### src/hdl/mslf_pkg.sv
`default_nettype none

package mslf_pkg;

  // Header layout: sync word, then big-endian priority and length
  localparam int HEADER_BYTES = 16;
  localparam int SYNC_BYTES   = 8;
  localparam int WIN_CNT_W    = $clog2(HEADER_BYTES);

  // "MAGICPIE", first byte in the top bits
  localparam logic [8*SYNC_BYTES-1:0] SYNC_WORD = 64'h4D41_4749_4350_4945;

  localparam logic [31:0] MAX_LEN_RESET = 32'd65535;
  localparam int          QUEUE_DEPTH   = 2;

  typedef enum logic [1:0] {
    KIND_PAYLOAD  = 2'd0,
    KIND_EMPTY    = 2'd1,
    KIND_OVERSIZE = 2'd2
  } kind_e;

  typedef struct packed {
    kind_e       kind;
    logic [7:0]  data;
    logic [31:0] prio;
    logic [31:0] len;
    logic        last;
  } res_t;

  typedef struct packed {
    logic push;
    res_t res;
  } qwr_t;

endpackage

`default_nettype wire

### src/hdl/mslf_front.sv
`default_nettype none

module mslf_front (
  input  wire logic                clk_i,
  input  wire logic                rst_ni,
  input  wire logic                cfg_we_i,
  input  wire logic [31:0]         cfg_wdata_i,
  input  wire logic                in_valid_i,
  output logic                     in_ready_o,
  input  wire logic [7:0]          data_byte_i,
  input  wire logic                space_i,
  output mslf_pkg::qwr_t           wr_o
);

  localparam logic [mslf_pkg::WIN_CNT_W-1:0] LAST_COUNT =
    mslf_pkg::WIN_CNT_W'(mslf_pkg::HEADER_BYTES - 1);
  localparam int PRIO_POS = mslf_pkg::SYNC_BYTES + 1;
  localparam int LEN_POS  = mslf_pkg::SYNC_BYTES + 5;

  logic [31:0]                   max_len_q;
  logic [7:0]                    win_q [mslf_pkg::HEADER_BYTES];
  logic [mslf_pkg::WIN_CNT_W-1:0] count_q, count_d;
  logic                          in_payload_q, in_payload_d;
  logic [31:0]                   bytes_left_q, bytes_left_d;
  logic [31:0]                   held_prio_q, held_prio_d;
  logic [31:0]                   held_len_q, held_len_d;
  logic                          acc;
  logic                          sync_hit;
  logic [31:0]                   hdr_prio;
  logic [31:0]                   hdr_len;

  assign in_ready_o = space_i;
  assign acc        = in_valid_i & space_i;

  // Compare the window as it stands after this word shifts in
  always_comb begin
    sync_hit = 1'b1;
    for (int i = 0; i < mslf_pkg::SYNC_BYTES; i++) begin
      if (win_q[i+1] != mslf_pkg::SYNC_WORD[8*(mslf_pkg::SYNC_BYTES-1-i) +: 8]) begin
        sync_hit = 1'b0;
      end
    end
  end

  assign hdr_prio = {win_q[PRIO_POS], win_q[PRIO_POS+1], win_q[PRIO_POS+2],
                     win_q[PRIO_POS+3]};
  assign hdr_len  = {win_q[LEN_POS], win_q[LEN_POS+1], win_q[LEN_POS+2], data_byte_i};

  // Classify the word and pick the next control state
  always_comb begin
    count_d      = count_q;
    in_payload_d = in_payload_q;
    bytes_left_d = bytes_left_q;
    held_prio_d  = held_prio_q;
    held_len_d   = held_len_q;
    wr_o.push     = 1'b0;
    wr_o.res.kind = mslf_pkg::KIND_PAYLOAD;
    wr_o.res.data = data_byte_i;
    wr_o.res.prio = held_prio_q;
    wr_o.res.len  = held_len_q;
    wr_o.res.last = 1'b0;
    if (acc) begin
      if (in_payload_q) begin
        wr_o.push = 1'b1;
        if (bytes_left_q <= 32'd1) begin
          wr_o.res.last = 1'b1;
          in_payload_d  = 1'b0;
          bytes_left_d  = '0;
          count_d       = '0;
        end else begin
          bytes_left_d = bytes_left_q - 32'd1;
        end
      end else if (count_q != LAST_COUNT) begin
        count_d = count_q + 1'b1;
      end else if (sync_hit) begin
        held_prio_d   = hdr_prio;
        held_len_d    = hdr_len;
        wr_o.res.prio = hdr_prio;
        wr_o.res.len  = hdr_len;
        wr_o.res.data = '0;
        if (hdr_len > max_len_q) begin
          // Reject and keep hunting one word on
          wr_o.push     = 1'b1;
          wr_o.res.kind = mslf_pkg::KIND_OVERSIZE;
          wr_o.res.last = 1'b1;
        end else if (hdr_len == 32'd0) begin
          wr_o.push     = 1'b1;
          wr_o.res.kind = mslf_pkg::KIND_EMPTY;
          wr_o.res.last = 1'b1;
          count_d       = '0;
        end else begin
          in_payload_d = 1'b1;
          bytes_left_d = hdr_len;
          count_d      = '0;
        end
      end
    end
  end

  // Hold control state and the length limit
  always_ff @(posedge clk_i or negedge rst_ni) begin
    if (!rst_ni) begin
      max_len_q    <= mslf_pkg::MAX_LEN_RESET;
      count_q      <= '0;
      in_payload_q <= 1'b0;
      bytes_left_q <= '0;
    end else begin
      if (cfg_we_i) begin
        max_len_q <= cfg_wdata_i;
      end
      count_q      <= count_d;
      in_payload_q <= in_payload_d;
      bytes_left_q <= bytes_left_d;
    end
  end

  // Shift hunt words into the window; latch header fields
  always_ff @(posedge clk_i) begin
    held_prio_q <= held_prio_d;
    held_len_q  <= held_len_d;
    if (acc && !in_payload_q) begin
      for (int i = 0; i < mslf_pkg::HEADER_BYTES - 1; i++) begin
        win_q[i] <= win_q[i+1];
      end
      win_q[mslf_pkg::HEADER_BYTES-1] <= data_byte_i;
    end
  end

  a_no_result_while_filling: assert property (@(posedge clk_i) disable iff (!rst_ni)
    (acc && !in_payload_q && count_q != LAST_COUNT) |-> !wr_o.push)
    else $error("result pushed before the header window filled");

  a_payload_has_bytes: assert property (@(posedge clk_i) disable iff (!rst_ni)
    in_payload_q |-> (bytes_left_q != 32'd0))
    else $error("payload mode with no bytes left");

  a_enter_payload_empty_window: assert property (@(posedge clk_i) disable iff (!rst_ni)
    $rose(in_payload_q) |-> (count_q == '0))
    else $error("payload started without clearing the window count");

  a_push_needs_space: assert property (@(posedge clk_i) disable iff (!rst_ni)
    wr_o.push |-> space_i)
    else $error("result pushed into a full queue");

endmodule

`default_nettype wire

### src/hdl/mslf_back.sv
`default_nettype none

module mslf_back #(
  parameter int DEPTH = mslf_pkg::QUEUE_DEPTH
) (
  input  wire logic           clk_i,
  input  wire logic           rst_ni,
  input  wire mslf_pkg::qwr_t wr_i,
  output logic                space_o,
  output logic                out_valid_o,
  input  wire logic           out_ready_i,
  output mslf_pkg::res_t      res_o
);

  localparam int PTR_W = (DEPTH > 1) ? $clog2(DEPTH) : 1;
  localparam int CNT_W = $clog2(DEPTH + 1);
  localparam logic [PTR_W-1:0] PTR_LAST = PTR_W'(DEPTH - 1);
  localparam logic [CNT_W-1:0] CNT_FULL = CNT_W'(DEPTH);

  mslf_pkg::res_t   mem_q [DEPTH];
  logic [PTR_W-1:0] wr_ptr_q, rd_ptr_q;
  logic [CNT_W-1:0] cnt_q, cnt_d;
  logic             pop;

  assign space_o     = (cnt_q != CNT_FULL);
  assign out_valid_o = (cnt_q != '0);
  assign pop         = out_valid_o & out_ready_i;
  assign res_o       = mem_q[rd_ptr_q];

  // Track occupancy
  always_comb begin
    case ({wr_i.push, pop})
      2'b10:   cnt_d = cnt_q + 1'b1;
      2'b01:   cnt_d = cnt_q - 1'b1;
      default: cnt_d = cnt_q;
    endcase
  end

  // Advance pointers
  always_ff @(posedge clk_i or negedge rst_ni) begin
    if (!rst_ni) begin
      wr_ptr_q <= '0;
      rd_ptr_q <= '0;
      cnt_q    <= '0;
    end else begin
      cnt_q <= cnt_d;
      if (wr_i.push) begin
        wr_ptr_q <= (wr_ptr_q == PTR_LAST) ? '0 : wr_ptr_q + 1'b1;
      end
      if (pop) begin
        rd_ptr_q <= (rd_ptr_q == PTR_LAST) ? '0 : rd_ptr_q + 1'b1;
      end
    end
  end

  // Store results
  always_ff @(posedge clk_i) begin
    if (wr_i.push) begin
      mem_q[wr_ptr_q] <= wr_i.res;
    end
  end

  a_cnt_bound: assert property (@(posedge clk_i) disable iff (!rst_ni)
    cnt_q <= CNT_FULL)
    else $error("queue count beyond depth");

  a_stalled_head_holds: assert property (@(posedge clk_i) disable iff (!rst_ni)
    (out_valid_o && !out_ready_i) |=> (out_valid_o && $stable(rd_ptr_q)))
    else $error("queue head moved while stalled");

  a_push_has_room: assert property (@(posedge clk_i) disable iff (!rst_ni)
    wr_i.push |-> (cnt_q != CNT_FULL))
    else $error("word written into a full queue");

endmodule

`default_nettype wire

### src/hdl/magic_sync_length_deframer_top.sv
`default_nettype none

// Sync-word, length-prefixed deframer.
// Input channel (in_valid_i/in_ready_o) carries one stream word per beat.
// While hunting, the last 16 words form a header window; when its first
// 8 words read "MAGICPIE" the next 4 give a big-endian priority and the
// last 4 a big-endian payload length. The following payload words come
// out one per beat, tagged with priority and length, last_o on the final.
// A zero length gives one empty result; a length above the limit written
// through cfg_we_i/cfg_wdata_i (65535 after reset) gives one reject result
// and hunting resumes one word on.
// Throughput is one word per cycle while the result queue has room. Each
// result is registered into a 2-entry result queue that sits between the
// classifier and the output port; the classifier stalls only when that
// queue is full, so a stalled receiver holds off input after the queue
// fills and nothing is lost.
// Reset empties the window and the queue and restores the length limit.
module magic_sync_length_deframer_top #(
  parameter int QUEUE_DEPTH = mslf_pkg::QUEUE_DEPTH
) (
  input  wire logic        clk_i,
  input  wire logic        rst_ni,
  input  wire logic        cfg_we_i,
  input  wire logic [31:0] cfg_wdata_i,
  input  wire logic        in_valid_i,
  output logic             in_ready_o,
  input  wire logic [7:0]  data_byte_i,
  output logic             out_valid_o,
  input  wire logic        out_ready_i,
  output logic [1:0]       kind_o,
  output logic [7:0]       out_byte_o,
  output logic [31:0]      priority_res_o,
  output logic [31:0]      message_length_o,
  output logic             last_o
);

  mslf_pkg::qwr_t wr;
  mslf_pkg::res_t res;
  logic           space;

  mslf_front u_front (
    .clk_i       (clk_i),
    .rst_ni      (rst_ni),
    .cfg_we_i    (cfg_we_i),
    .cfg_wdata_i (cfg_wdata_i),
    .in_valid_i  (in_valid_i),
    .in_ready_o  (in_ready_o),
    .data_byte_i (data_byte_i),
    .space_i     (space),
    .wr_o        (wr)
  );

  mslf_back #(
    .DEPTH (QUEUE_DEPTH)
  ) u_back (
    .clk_i       (clk_i),
    .rst_ni      (rst_ni),
    .wr_i        (wr),
    .space_o     (space),
    .out_valid_o (out_valid_o),
    .out_ready_i (out_ready_i),
    .res_o       (res)
  );

  assign kind_o           = res.kind;
  assign out_byte_o       = res.data;
  assign priority_res_o   = res.prio;
  assign message_length_o = res.len;
  assign last_o           = res.last;

endmodule

`default_nettype wire

### config.mk
export PLATFORM = sky130hd
export DESIGN_NAME = magic_sync_length_deframer_top
export DESIGN_NICKNAME = d
export VERILOG_FILES = /design/src/hdl/mslf_pkg.sv /design/src/hdl/mslf_front.sv /design/src/hdl/mslf_back.sv /design/src/hdl/magic_sync_length_deframer_top.sv
export SDC_FILE = /design/constraint.sdc
export NUM_CORES = 1
export LEC_CHECK = 0
export ABC_CLOCK_PERIOD_IN_PS = 8700
export BUFFER_PORTS_ARGS = -buffer_cell sky130_fd_sc_hd__buf_2
export CAP_MARGIN = 15
export CORE_MARGIN = 3
export CORE_UTILIZATION = 54
export CTS_CLUSTER_DIAMETER = 150
export DETAILED_ROUTE_END_ITERATION = 10
export HOLD_SLACK_MARGIN = 0.05
export PLACE_DENSITY = 0.84
export RECOVER_POWER = 25
export SYNTH_ARGS = -nofsm -noshare
export SYNTH_HDL_FRONTEND = slang
export SYNTH_SLANG_ARGS = --single-unit
### constraint.sdc
create_clock -name clk_i -period 8.7 [get_ports clk_i]
set_input_delay 1.74 -clock clk_i [delete_from_list [all_inputs] [get_ports clk_i]]
set_output_delay 1.74 -clock clk_i [all_outputs]
set_load 0.01 [all_outputs]
==> metrics.md <==
| Metric | Value |
|---|---|
| Worst-Skew Late Latency | `roughly 0.53 ns` |
| Placer Congestion | `approximately 0.92` |
| Min-delay src | `u_front.win_q[0][42]` |
| Post-cts sizing count | `0` |
| Worst vdd ir | `around 0.17 mV` |
| Critical Path Sink Type | `asynchronous set/reset pin` |
| TritonRoute pass-1 iters | `5` |
| Synthesized Nets | `approximately 1200` |
| DR vias/cell | `roughly 6.1` |
| Htree depth | `2` |
| Fmax | `0.184 GHz` |
| Worst-path clk slew | `around 0.060 ns` |
| Post-CTS Hold Fix Bufs | `0` |
| Routed Antenna Nets | `0` |
| Chip Width | `about 180 um` |
| Hold Crit Class | `reg2reg` |
| Drt wl/cell | `22.2 um` |
| Layout cells sized above 1 | `between 20 and 30%` |
| Largest net degree at the start of global routing | `88` |
| I/O Buffers | `~120` |
| Placeable core area | `~30000 sq um` |
| RSZ-0062 raised after global routing | `no` |
| Crit-path max FO | `73` |
| Synth async-reset ratio | `between 10% and 20%` |
| Post-Synthesis Cells | `around 1100` |
| Synth warn | `0` |
| Nets | `approximately 1300` |
| Clock Skew | `~0.016 ns` |
| Area of the mapped netlist | `approximately 17000 sq um` |
| Pwr Total | `between 4000 and 5000 uW` |
| GRT Total Usage | `between 20% and 30%` |
| Fin. Hold Viols | `0` |
| Crit-path cells | `buf_2 -> clkbuf_1` |
| Sequential area share after synthesis | `70.9%` |
| Failing checks | `capacitance limit, slew limit` |
| Synth top area cells | `edfxtp_1 (60%), mux2_2 (9.3%), dfrtp_1 (8.5%), ha_1 (2.7%), dfstp_2 (2.5%)` |
| Final Max Tran Viols | `74` |
| Setup TNS | `0 ns` |
| Least-Margin Pin Slew | `between 3 and 4 ns` |
| Crit-path slowest cell | `clkbuf_1` |
| Final routed DRC violation total | `0` |
| Top layer in use | `met5` |
| Slew headroom | `-164%` |
| Synth unique cells | `59` |
| Clock root buffer | `clkbuf_16` |
| FF-to-FF path depth | `9` |
| GR Overflow Total | `0` |
| Die area | `roughly 33000 sq um` |
| Met2 WL post-DR | `around 18000 um` |
| Wire length of the first global-routing pass | `around 56000 um` |
| Site Rows | `63` |
| Total of max-cap violations | `1` |
| CTS tree | `done` |
| Hold depth | `0` |
| Post-route clock period utilization | `between 60% and 70%` |
| Detailed Route Iter0 Violations | `~950` |
| Place WS | `between 3 and 4 ns` |
| WP data required | `~8 ns` |
| Worst path max stage delay | `around 2.8 ns` |
| Vias in the first global route | `a little over 10000` |
| #FFs+latches synth | `about 400` |
| Fin Hold WS | `~0.45 ns` |
| Setup slack, reg-to-reg | `3.79 ns` |
| Routed WL | `36100 um` |
| Worst r2r src | `u_front.win_q[1][43]` |
| # IOs | `122` |
| Placed instance count | `1557` |
| Layout Cells excl Fill | `approximately 1600` |
| Initial antenna violation count | `1` |
| EDFF count, synth | `roughly 330` |
| Cell accounting for the most synthesized area | `edfxtp_1` |
| Post-CTS Setup Bufs | `0` |
| Crit-path leading delay family | `buffers and inverters` |
| Top cell type's share of synthesized area | `approximately 60%` |
| Pwr/cell area | `213 nW/um^2` |
| WP depth | `2` |
| Inserted Diodes | `0` |
| DP HPWL | `roughly 23000 um` |
| Area grow syn2layout | `13.8%` |
| Number of CTS-inserted buffers | `40` |
| Setup violation total in the final timing report | `0` |
| Crit path from | `rst_ni` |
| Most used DFF post-synth | `edfxtp_1` |
| Met1 wire length | `about 14000 um` |
| Worst EP arrival | `4.59 ns` |
| Fin crit period | `about 5.4 ns` |
| Syn avg cell area | `about 16 sq um` |
| Final worst slack | `around 3.3 ns` |
| Total number of vias | `~10000` |
| Initial Utilization | `between 50% and 60%` |
| Met3 WL | `~2600 um` |
| P_leak | `0.00684 uW` |
| Sink Count | `407` |
| Clock Path Buffers | `3` |
| Die Y | `roughly 180 um` |
| Crit start category | `input pin` |
| Status | `complete, but fails checks` |
| Worst path bufs/invs | `2` |
| Critical path type | `in2async` |
cell usage in the layout (no fill, tap or decap), drive strengths merged, types with 3 or more instances in the layout:
cell | Yosys | final
ha | 36 | 36
nor4 | 27 | 27
a31oi | 7 | 7
nand4 | 21 | 21
or3 | 7 | 7
and4b | 3 | 3
inv | 38 | 41
xnor2 | 3 | 3
nor3 | 24 | 24
nor2 | 41 | 41
nand3 | 14 | 14
o22ai | 12 | 12
or2 | 3 | 3
nand2 | 58 | 58
a21oi | 26 | 26
dfstp | 16 | 16
nor3b | 3 | 3
dfrtp | 57 | 57
a221o | 21 | 21
nor4b | 8 | 8
nand2b | 4 | 4
mux2i | 4 | 4
or4 | 9 | 9
and2 | 10 | 10
clkinv | 0 | 11
edfxtp | 334 | 334
o2bb2ai | 10 | 10
nor2b | 6 | 6
nor4bb | 12 | 12
o21ai | 58 | 58
clkbuf | 32 | 65
mux2 | 139 | 139
buf | 8 | 121
a22oi | 5 | 5
synth_stat cells (13+ instances only):
| library cell | n |
|---|---|
| nand2_1 | 56 |
| a221o_1 | 21 |
| inv_1 | 38 |
| o21ai_0 | 58 |
| nor4_1 | 24 |
| nand3_1 | 13 |
| ha_1 | 36 |
| clkbuf_1 | 32 |
| nand4_1 | 21 |
| edfxtp_1 | 334 |
| nor2_1 | 41 |
| dfrtp_1 | 57 |
| a21oi_1 | 26 |
| dfstp_2 | 16 |
| mux2_2 | 139 |
| nor3_1 | 21 |
power by group:
part | switching [uW] | leakage, uW | total, uW | internal, uW
clock network | 714 | 0.000639 | 1700 | 983
registers | 51.3 | 0.00399 | 2220 | 2160
logic | 92.1 | 0.00221 | 150 | 58.2
total | 857 | 0.00684 | 4060 | 3210
worst paths after layout:
path | end
max | u_back.rd_ptr_q
min | u_front.win_q[0][34]
max reg2reg | u_back.mem_q[0][12]
min reg2reg | u_front.win_q[0][34]
max in group clk_i | u_back.mem_q[0][12]
min in group asynchronous | u_back.rd_ptr_q
layer usage:
metal | GRT usage [%] | vias to the layer above
li1 | - | 4457
met1 | 28.1 | 4959
met2 | 35.6 | 432
met3 | 4.31 | 98
met4 | 8.84 | 2
met5 | 0 | -
layout make-up:
class	count	area (sq um)
fill	2131	11000
tap	390	488
multi-input combinational	592	4610
clock buffer	56	1140
clock inverter	18	155
inverter	38	143
timing repair buffer	130	659
sequential	407	11900
sequential cells by signal (all words and copies together) (netlist names):
| register | flops |
|---|---|
| u_back.rd_ptr_q | 1 |
| u_front.in_payload_q | 1 |
| u_front.held_prio_q | 32 |
| u_front.held_len_q | 32 |
| u_back.cnt_q | 2 |
| u_back.mem_q | 150 |
| u_front.win_q | 120 |
| u_front.max_len_q | 32 |
| u_front.bytes_left_q | 32 |
| u_back.wr_ptr_q | 1 |
| u_front.count_q | 4 |
cells by family (layout without fill, tap and decap cells):
kind of cell             count (synthesis)  after routing  share of synthesized area, %
flip-flops                             407            407                          70.9
AO/OA/AOI/OAI                          155            155                          6.14
multiplexers                           143            143                          9.58
buffers and inverters                   78            242                          1.87
adder cells (fa/ha/maj)                 36             36                          2.69
XOR/XNOR                                 5              5                         0.261
AND/OR/NAND/NOR                        253            253                          8.61
per-stage QoR:
step	cell area, sq um	util [%]
floorplan	16800	-
global placement	17800	59.1
detailed placement	17800	59.1
CTS	19100	63.4
global route	19100	63.4
finish	19100	63.4
Power figures use the tool's default switching activity.
